File: config.mk
export PLATFORM = sky130hd
export DESIGN_NAME = fringe_visibility_lock_detect
export DESIGN_NICKNAME = d
export VERILOG_FILES = /design/src/rtl/fvld_pkg.sv /design/src/rtl/fvld_ctrl.sv /design/src/rtl/fvld_datapath.sv /design/src/rtl/fringe_visibility_lock_detect.sv
export SDC_FILE = /design/constraint.sdc
export NUM_CORES = 2
export LEC_CHECK = 0
export BUFFER_PORTS_ARGS = -buffer_cell sky130_fd_sc_hd__buf_2
export CORE_ASPECT_RATIO = 0.6
export CORE_MARGIN = 2
export CORE_UTILIZATION = 55
export DETAILED_ROUTE_END_ITERATION = 7
export PLACE_DENSITY = 0.85
export SLEW_MARGIN = 20
export SYNTH_ARGS = -nofsm -noshare
export SYNTH_HDL_FRONTEND = slang
export SYNTH_SLANG_ARGS = --single-unit
File: constraint.sdc
create_clock -name i_clk -period 8.6 [get_ports i_clk]
set_input_delay 1.72 -clock i_clk [delete_from_list [all_inputs] [get_ports i_clk]]
set_output_delay 1.72 -clock i_clk [all_outputs]
set_load 0.005 [all_outputs]
File: src/rtl/fvld_pkg.sv
package fvld_pkg;

    localparam int PIXEL_W     = 16;
    localparam int POS_W       = 20;
    localparam int SUM_W       = 24;
    localparam int WLEN_W      = 9;
    localparam int VIS_W       = 17;
    localparam int CFG_IDX_W   = 2;
    localparam int CFG_DATA_W  = 20;
    localparam int OPND_W      = SUM_W + 1;
    localparam int PROD_W      = 2 * OPND_W;
    localparam int REM_W       = PROD_W + 1;
    localparam int QUO_W       = VIS_W + 1;
    localparam int CNT_W       = 5;

    localparam logic [WLEN_W-1:0] WINDOW_MAX = 9'd256;
    localparam logic [CNT_W-1:0]  DIV_LAST   = CNT_W'(QUO_W - 1);

    localparam logic [CFG_IDX_W-1:0] CFG_WIN_A_START = 2'd0;
    localparam logic [CFG_IDX_W-1:0] CFG_WIN_B_START = 2'd1;
    localparam logic [CFG_IDX_W-1:0] CFG_WIN_LENGTH  = 2'd2;
    localparam logic [CFG_IDX_W-1:0] CFG_LOCK_THRESH = 2'd3;

    typedef struct packed {
        logic [PIXEL_W-1:0] pixel;
        logic               frame_end;
    } t_in;

    typedef struct packed {
        logic [VIS_W-1:0] visibility_sq;
        logic             locked;
        logic             empty_windows;
    } t_out;

    typedef enum logic [2:0] {
        S_IDLE,
        S_SQ_NUM,
        S_SQ_DEN,
        S_DIV,
        S_OUT
    } t_state;

    typedef struct packed {
        logic accept;
        logic sq_sel;
        logic load_num;
        logic load_den;
        logic div_step;
        logic out_load;
    } t_cmd;

    typedef struct packed {
        logic div_last;
    } t_stat;

endpackage

File: src/rtl/fvld_ctrl.sv
module fvld_ctrl
    import fvld_pkg::*;
(
    input  logic  i_clk,
    input  logic  i_rst_n,
    input  logic  i_in_valid,
    input  logic  i_frame_end,
    output logic  o_in_ready,
    output logic  o_out_valid,
    input  logic  i_out_ready,
    input  t_stat i_stat,
    output t_cmd  o_cmd
);

    t_state r_state, n_state;
    logic   r_out_valid, n_out_valid;
    logic   out_free;

    assign out_free = !r_out_valid || i_out_ready;

    always_comb begin
        n_state = r_state;
        unique case (r_state)
            S_IDLE: begin
                if (i_in_valid && i_frame_end) n_state = S_SQ_NUM;
            end
            S_SQ_NUM: n_state = S_SQ_DEN;
            S_SQ_DEN: n_state = S_DIV;
            S_DIV: begin
                if (i_stat.div_last) n_state = S_OUT;
            end
            S_OUT: begin
                if (out_free) n_state = S_IDLE;
            end
            default: n_state = S_IDLE;
        endcase
    end

    always_comb begin
        o_cmd      = '0;
        o_in_ready = 1'b0;
        unique case (r_state)
            S_IDLE: begin
                o_in_ready   = 1'b1;
                o_cmd.accept = i_in_valid;
            end
            S_SQ_NUM: o_cmd.load_num = 1'b1;
            S_SQ_DEN: begin
                o_cmd.sq_sel   = 1'b1;
                o_cmd.load_den = 1'b1;
            end
            S_DIV: o_cmd.div_step = 1'b1;
            S_OUT: o_cmd.out_load = out_free;
            default: o_cmd = '0;
        endcase
    end

    // hold the result until the beat is taken
    always_comb begin
        n_out_valid = r_out_valid;
        if (o_cmd.out_load) n_out_valid = 1'b1;
        else if (i_out_ready) n_out_valid = 1'b0;
    end

    always_ff @(posedge i_clk) begin
        if (!i_rst_n) begin
            r_state     <= S_IDLE;
            r_out_valid <= 1'b0;
        end else begin
            r_state     <= n_state;
            r_out_valid <= n_out_valid;
        end
    end

    assign o_out_valid = r_out_valid;

endmodule

File: src/rtl/fvld_datapath.sv
module fvld_datapath
    import fvld_pkg::*;
(
    input  logic                  i_clk,
    input  logic                  i_rst_n,
    input  logic                  i_cfg_we,
    input  logic [CFG_IDX_W-1:0]  i_cfg_index,
    input  logic [CFG_DATA_W-1:0] i_cfg_data,
    input  t_in                   i_in,
    input  t_cmd                  i_cmd,
    output t_stat                 o_stat,
    output t_out                  o_out
);

    logic [POS_W-1:0]  r_win_a_start;
    logic [POS_W-1:0]  r_win_b_start;
    logic [WLEN_W-1:0] r_win_len;
    logic [VIS_W-1:0]  r_thresh;

    logic [POS_W:0]    r_pos, n_pos;
    logic [SUM_W-1:0]  r_sum_a, n_sum_a;
    logic [SUM_W-1:0]  r_sum_b, n_sum_b;

    logic [OPND_W-1:0] r_d, r_s;
    logic [REM_W-1:0]  r_rem;
    logic [PROD_W-1:0] r_den;
    logic [QUO_W-1:0]  r_q;
    logic [CNT_W-1:0]  r_cnt;
    t_out              r_out;

    logic [WLEN_W-1:0] len;
    logic [POS_W-1:0]  pos;
    logic              in_range;
    logic              in_a, in_b;
    logic [POS_W-1:0]  off_a, off_b;
    logic [OPND_W-1:0] sum_s, sum_d;
    logic [OPND_W-1:0] opnd;
    logic [PROD_W-1:0] prod;
    logic              ge;
    logic [REM_W-1:0]  rem_sub;
    logic              s_zero;
    logic [VIS_W-1:0]  vis;

    always_ff @(posedge i_clk) begin
        if (!i_rst_n) begin
            r_win_a_start <= '0;
            r_win_b_start <= '0;
            r_win_len     <= '0;
            r_thresh      <= '0;
        end else if (i_cfg_we) begin
            unique case (i_cfg_index)
                CFG_WIN_A_START: r_win_a_start <= i_cfg_data;
                CFG_WIN_B_START: r_win_b_start <= i_cfg_data;
                CFG_WIN_LENGTH:  r_win_len     <= i_cfg_data[WLEN_W-1:0];
                CFG_LOCK_THRESH: r_thresh      <= i_cfg_data[VIS_W-1:0];
                default: ;
            endcase
        end
    end

    // window test on the current position
    assign len      = (r_win_len > WINDOW_MAX) ? WINDOW_MAX : r_win_len;
    assign pos      = r_pos[POS_W-1:0];
    assign in_range = !r_pos[POS_W];
    assign off_a    = pos - r_win_a_start;
    assign off_b    = pos - r_win_b_start;
    assign in_a     = (pos >= r_win_a_start) && (off_a < POS_W'(len));
    assign in_b     = (pos >= r_win_b_start) && (off_b < POS_W'(len));

    always_comb begin
        n_sum_a = r_sum_a;
        n_sum_b = r_sum_b;
        n_pos   = r_pos;
        if (i_cmd.accept && in_range) begin
            if (in_a) n_sum_a = r_sum_a + SUM_W'(i_in.pixel);
            if (in_b) n_sum_b = r_sum_b + SUM_W'(i_in.pixel);
            n_pos = r_pos + 1'b1;
        end
    end

    assign sum_s = {1'b0, n_sum_a} + {1'b0, n_sum_b};
    assign sum_d = (n_sum_a >= n_sum_b) ? {1'b0, n_sum_a - n_sum_b}
                                        : {1'b0, n_sum_b - n_sum_a};

    always_ff @(posedge i_clk) begin
        if (!i_rst_n) begin
            r_pos   <= '0;
            r_sum_a <= '0;
            r_sum_b <= '0;
        end else if (i_cmd.accept && i_in.frame_end) begin
            r_pos   <= '0;
            r_sum_a <= '0;
            r_sum_b <= '0;
        end else begin
            r_pos   <= n_pos;
            r_sum_a <= n_sum_a;
            r_sum_b <= n_sum_b;
        end
    end

    // one shared squarer: d*d first, then s*s
    assign opnd = i_cmd.sq_sel ? r_s : r_d;
    assign prod = opnd * opnd;

    assign ge      = r_rem >= {1'b0, r_den};
    assign rem_sub = ge ? (r_rem - {1'b0, r_den}) : r_rem;

    always_ff @(posedge i_clk) begin
        if (i_cmd.accept && i_in.frame_end) begin
            r_d <= sum_d;
            r_s <= sum_s;
        end
        if (i_cmd.load_num) r_rem <= {1'b0, prod};
        if (i_cmd.load_den) begin
            r_den <= prod;
            r_cnt <= '0;
        end
        if (i_cmd.div_step) begin
            r_rem <= {rem_sub[REM_W-2:0], 1'b0};
            r_q   <= {r_q[QUO_W-2:0], ge};
            r_cnt <= r_cnt + 1'b1;
        end
        if (i_cmd.out_load) r_out <= '{visibility_sq: vis,
                                       locked:        !s_zero && (vis > r_thresh),
                                       empty_windows: s_zero};
    end

    // last quotient bit is the rounding bit
    assign s_zero = (r_s == '0);
    assign vis    = s_zero ? '0 : (r_q[QUO_W-1:1] + VIS_W'(r_q[0]));

    assign o_stat.div_last = (r_cnt == DIV_LAST);
    assign o_out           = r_out;

endmodule

File: src/rtl/fringe_visibility_lock_detect.sv
// Fringe visibility lock detector.
// Input channel (i_in_valid / o_in_ready, payload i_in): camera pixels in
// raster order, one beat per pixel, frame_end set on the last pixel. The
// block counts pixel positions itself and sums the two configured windows.
// Output channel (o_out_valid / i_out_ready, payload o_out): one beat per
// frame with the squared visibility in Q1.16, the lock flag and the
// empty-window flag.
// Throughput: one pixel per cycle inside a frame. After the frame-end beat
// o_in_ready drops while the shared squarer forms d*d, then s*s, the
// radix-2 divider produces one quotient bit per step, and the result
// is loaded into the output register.
// If the receiver stalls, the result waits in the output register and new
// pixels are taken; a second frame result waits until the first is taken.
// Configuration: i_cfg_we writes i_cfg_data to register i_cfg_index
// (0 window A start, 1 window B start, 2 window length, 3 lock threshold).
// Reset (synchronous, active low) clears registers, sums, position and
// the output valid.
module fringe_visibility_lock_detect
    import fvld_pkg::*;
(
    input  logic                  i_clk,
    input  logic                  i_rst_n,
    input  logic                  i_cfg_we,
    input  logic [CFG_IDX_W-1:0]  i_cfg_index,
    input  logic [CFG_DATA_W-1:0] i_cfg_data,
    input  logic                  i_in_valid,
    output logic                  o_in_ready,
    input  t_in                   i_in,
    output logic                  o_out_valid,
    input  logic                  i_out_ready,
    output t_out                  o_out
);

    t_cmd  cmd;
    t_stat stat;

    fvld_ctrl u_ctrl (
        .i_clk       (i_clk),
        .i_rst_n     (i_rst_n),
        .i_in_valid  (i_in_valid),
        .i_frame_end (i_in.frame_end),
        .o_in_ready  (o_in_ready),
        .o_out_valid (o_out_valid),
        .i_out_ready (i_out_ready),
        .i_stat      (stat),
        .o_cmd       (cmd)
    );

    fvld_datapath u_datapath (
        .i_clk       (i_clk),
        .i_rst_n     (i_rst_n),
        .i_cfg_we    (i_cfg_we),
        .i_cfg_index (i_cfg_index),
        .i_cfg_data  (i_cfg_data),
        .i_in        (i_in),
        .i_cmd       (cmd),
        .o_stat      (stat),
        .o_out       (o_out)
    );

    a_empty_no_lock: assert property (@(posedge i_clk) disable iff (!i_rst_n)
        (o_out_valid && o_out.empty_windows) |->
            (!o_out.locked && o_out.visibility_sq == '0))
        else $error("empty windows reported with lock or nonzero visibility");

    a_vis_range: assert property (@(posedge i_clk) disable iff (!i_rst_n)
        o_out_valid |-> (o_out.visibility_sq <= VIS_W'(65536)))
        else $error("visibility above one");

    a_frame_end_busy: assert property (@(posedge i_clk) disable iff (!i_rst_n)
        (i_in_valid && o_in_ready && i_in.frame_end) |=> !o_in_ready)
        else $error("input taken during frame-end computation");

    a_lock_above: assert property (@(posedge i_clk) disable iff (!i_rst_n)
        (o_out_valid && o_out.locked) |-> (o_out.visibility_sq != '0))
        else $error("lock flagged at zero visibility");

endmodule

==> reports/qor.yml <==
clock_network:
  root_buffer: "clkbuf_16"
  cts_tree: "built"
  htree_levels: 1
  clkTransAtPathRegs_ps: 70
  cts_inserted_buffers: 30
  cts.sinks: 329
  cts.path.max_buffers: 3
  clk-insertion-delay-late_ps: 640
die:
  initial_core_util_pct: 55.7
  io_pins: 65
  die_y_um: 219
  core_um2: 75800
  rows: 78
  dieWidth_um: 362
  fp.dieArea_um2: 79100
worst_setup_path:
  crit_path_end_kind: "flop"
  worstPathArrival_ps: 8850
  cp_slowest_cell: "fa_1"
  cp_max_fo: 8
  critPathLaunchType: "flop"
  cp_common_cell: "fa_1"
  crit_required_ps: 9050
  cpPeakStageDelay_ps: 570
  rrSetupSlack_ps: 210
  critPathKind: "reg -> reg"
timing:
  whs_ps: 467
  final.period_utilization_pct: 97.6
  slew_violations: 0
  fin_crit_ps: 8390
  tns_ps: 0
  rsz0062_at_grt: "yes"
  fin_worst_skew_ps: 61.6
  fin_ws_ps: 206
  slew_headroom_pct: 19.5
  tightest_slew_ps: 1180
  hold_viol: 0
  max_freq_mhz: 119
  setup_viol: 0
logic_synthesis:
  synthCells: 4840
  synth_edf_count: 189
  async_flop_share_pct: 0
  synth_cell_types: 83
  synth_ff_type: "edfxtp_1"
  synth_nets: 5775
  ys_seq_area_share_pct: 20.1
  avgSynthCellArea_um2: 8.73
  ys_ff_latch: 329
  syn-cell-area_um2: 42300
  synth_warnings: 0
global_route:
  grt_max_degree: 95
  grt_overflow: 0
  grt_pass1_vias: 34600
  grt_pass1_wl_mm: 191
  grt_use_total_pct: 30.8
  antenna_found_initial: 1
layout:
  fillers: 6281
  syn_to_final_growth_pct: 9.60
  final_common_cell: "inv_1"
  n_antenna_cell: 0
  final_core_util_pct: 61.1
  nNetsFinal: 5922
  final_cell_mix: "inv_1, nand2_1, fa_1"
  drive_gt1_share_pct: 8.82
worst_hold_path:
  hold_class: "reg -> reg"
detailed_routing:
  drtAntennaViolNets: 0
  wl_per_cell_um: 20.3
  finalWirelength_mm: 122
  first_iter_violations: 3923
  dr.pass1.iters: 8
  vias: 35400
  drc: 0
  drt-vias-per-instance: 5.89
place:
  post-place-ws_ps: -94.7
  place_congestion: 1.04
  place.detailed.hpwl_mm: 99.4
  io_buffers: 64
status:
  status: "finished clean"
job:
  max_cap_viol_count: 0
final timing paths:
path	start	to	cells after the start
hold / removal	u_datapath.r_win_b_start[8]	u_datapath.r_win_b_start[8]	2
hold reg to reg	u_datapath.r_win_b_start[8]	u_datapath.r_win_b_start[8]	2
setup reg to reg	u_ctrl.r_state[1]	u_datapath.r_rem[45]	29
setup / recovery	u_ctrl.r_state[1]	u_datapath.r_rem[45]	29
layer usage:
| metal | track usage (%) | vias to the layer above | wire [µm] |
|---|---|---|---|
| met3 | 10.6 | 185 | 15500 |
| li1 | - | 16300 | - |
| met4 | 5.15 | 4 | 2530 |
| met2 | 43.8 | 1852 | 48600 |
| met1 | 45.4 | 17000 | 55200 |
| met5 | 1.04 | - | 127 |
registers in the layout, indices dropped and copies added, names as in the netlist, 18 cells and up:
name	cells
u_datapath.r_den	49
u_datapath.r_q	18
u_datapath.r_d	24
u_datapath.r_s	24
u_datapath.r_sum_a	24
u_datapath.r_sum_b	24
u_datapath.r_pos	21
u_datapath.r_win_b_start	20
u_datapath.r_win_a_start	20
u_datapath.o_out	19
u_datapath.r_rem	51
worst max-delay path: cells and delay by family (launching register included):
kind,cells,cell delay (ps)
buf+inv,8,1140
fa+ha+maj,8,3810
compound gates,9,1870
mux,2,590
flops,1,360
simple gates,2,420
cell type report:
type                    count  area (µm²)  area share, %
clock buffers              38         836           1.80
clock inverters            18         259          0.559
inverters                 879        3330           7.20
multi-input cells        3474       30100           65.1
flip-flops and latches    329        8480           18.3
well taps                1000        1250           2.70
repair buffers            273        2020           4.36
stage by stage:
step	cell area, µm²	cells
2_1_floorplan	42300	4840
3_3_place_gp	44800	5944
3_5_place_dp	44800	5944
4_1_cts	45900	6000
5_1_grt	46300	6011
6_report	46300	6011
Yosys cell counts, types with 36 or more instances:
master | count | area share, %
inv_1 | 868 | 7.7
nand2_1 | 531 | 4.7
fa_1 | 481 | 23
ha_1 | 410 | 12
nor2_1 | 338 | 3.0
a21oi_1 | 235 | 2.8
edfxtp_1 | 189 | 13
o21ai_0 | 156 | 1.8
clkbuf_1 | 143 | 1.3
dfxtp_1 | 140 | 6.6
xnor2_1 | 131 | 2.7
a21o_1 | 100 | 1.8
nand3_1 | 86 | 1.0
xor2_1 | 82 | 1.7
nor3_1 | 71 | 0.84
a21boi_0 | 63 | 1.1
and2_1 | 62 | 0.92
mux2i_1 | 59 | 1.4
and3_1 | 52 | 0.77
a31oi_1 | 48 | 0.71
o21bai_1 | 45 | 0.80
a211oi_1 | 38 | 0.68
nor2b_1 | 38 | 0.56
o21a_1 | 38 | 0.68
nand2b_1 | 37 | 0.55
or3_1 | 37 | 0.55
nand4_1 | 36 | 0.53
logic make-up after synthesis:
group,count (synthesis),share of synthesized area [%]
xor gates and xnor gates,213,4.42
and+or+nand+nor,1372,15.0
DFF,329,20.1
buffers and inverters,1037,9.23
muxes,84,2.06
AOI/OAI and AO/OA,914,14.3
adders and majority gates,891,34.9
timing repair:
item | 4_1_cts | 5_1_grt
hold buffers | 0 | 0
pin swaps | 0 | 18
resized for setup | 6 | 74
setup endpoints to repair | 9 | 37
setup buffers | 0 | 9
cloned | 0 | 2
Power is left out: the tool's default activity adds up to more than one toggle a clock period on the data nets, which glitch-free logic cannot reach.
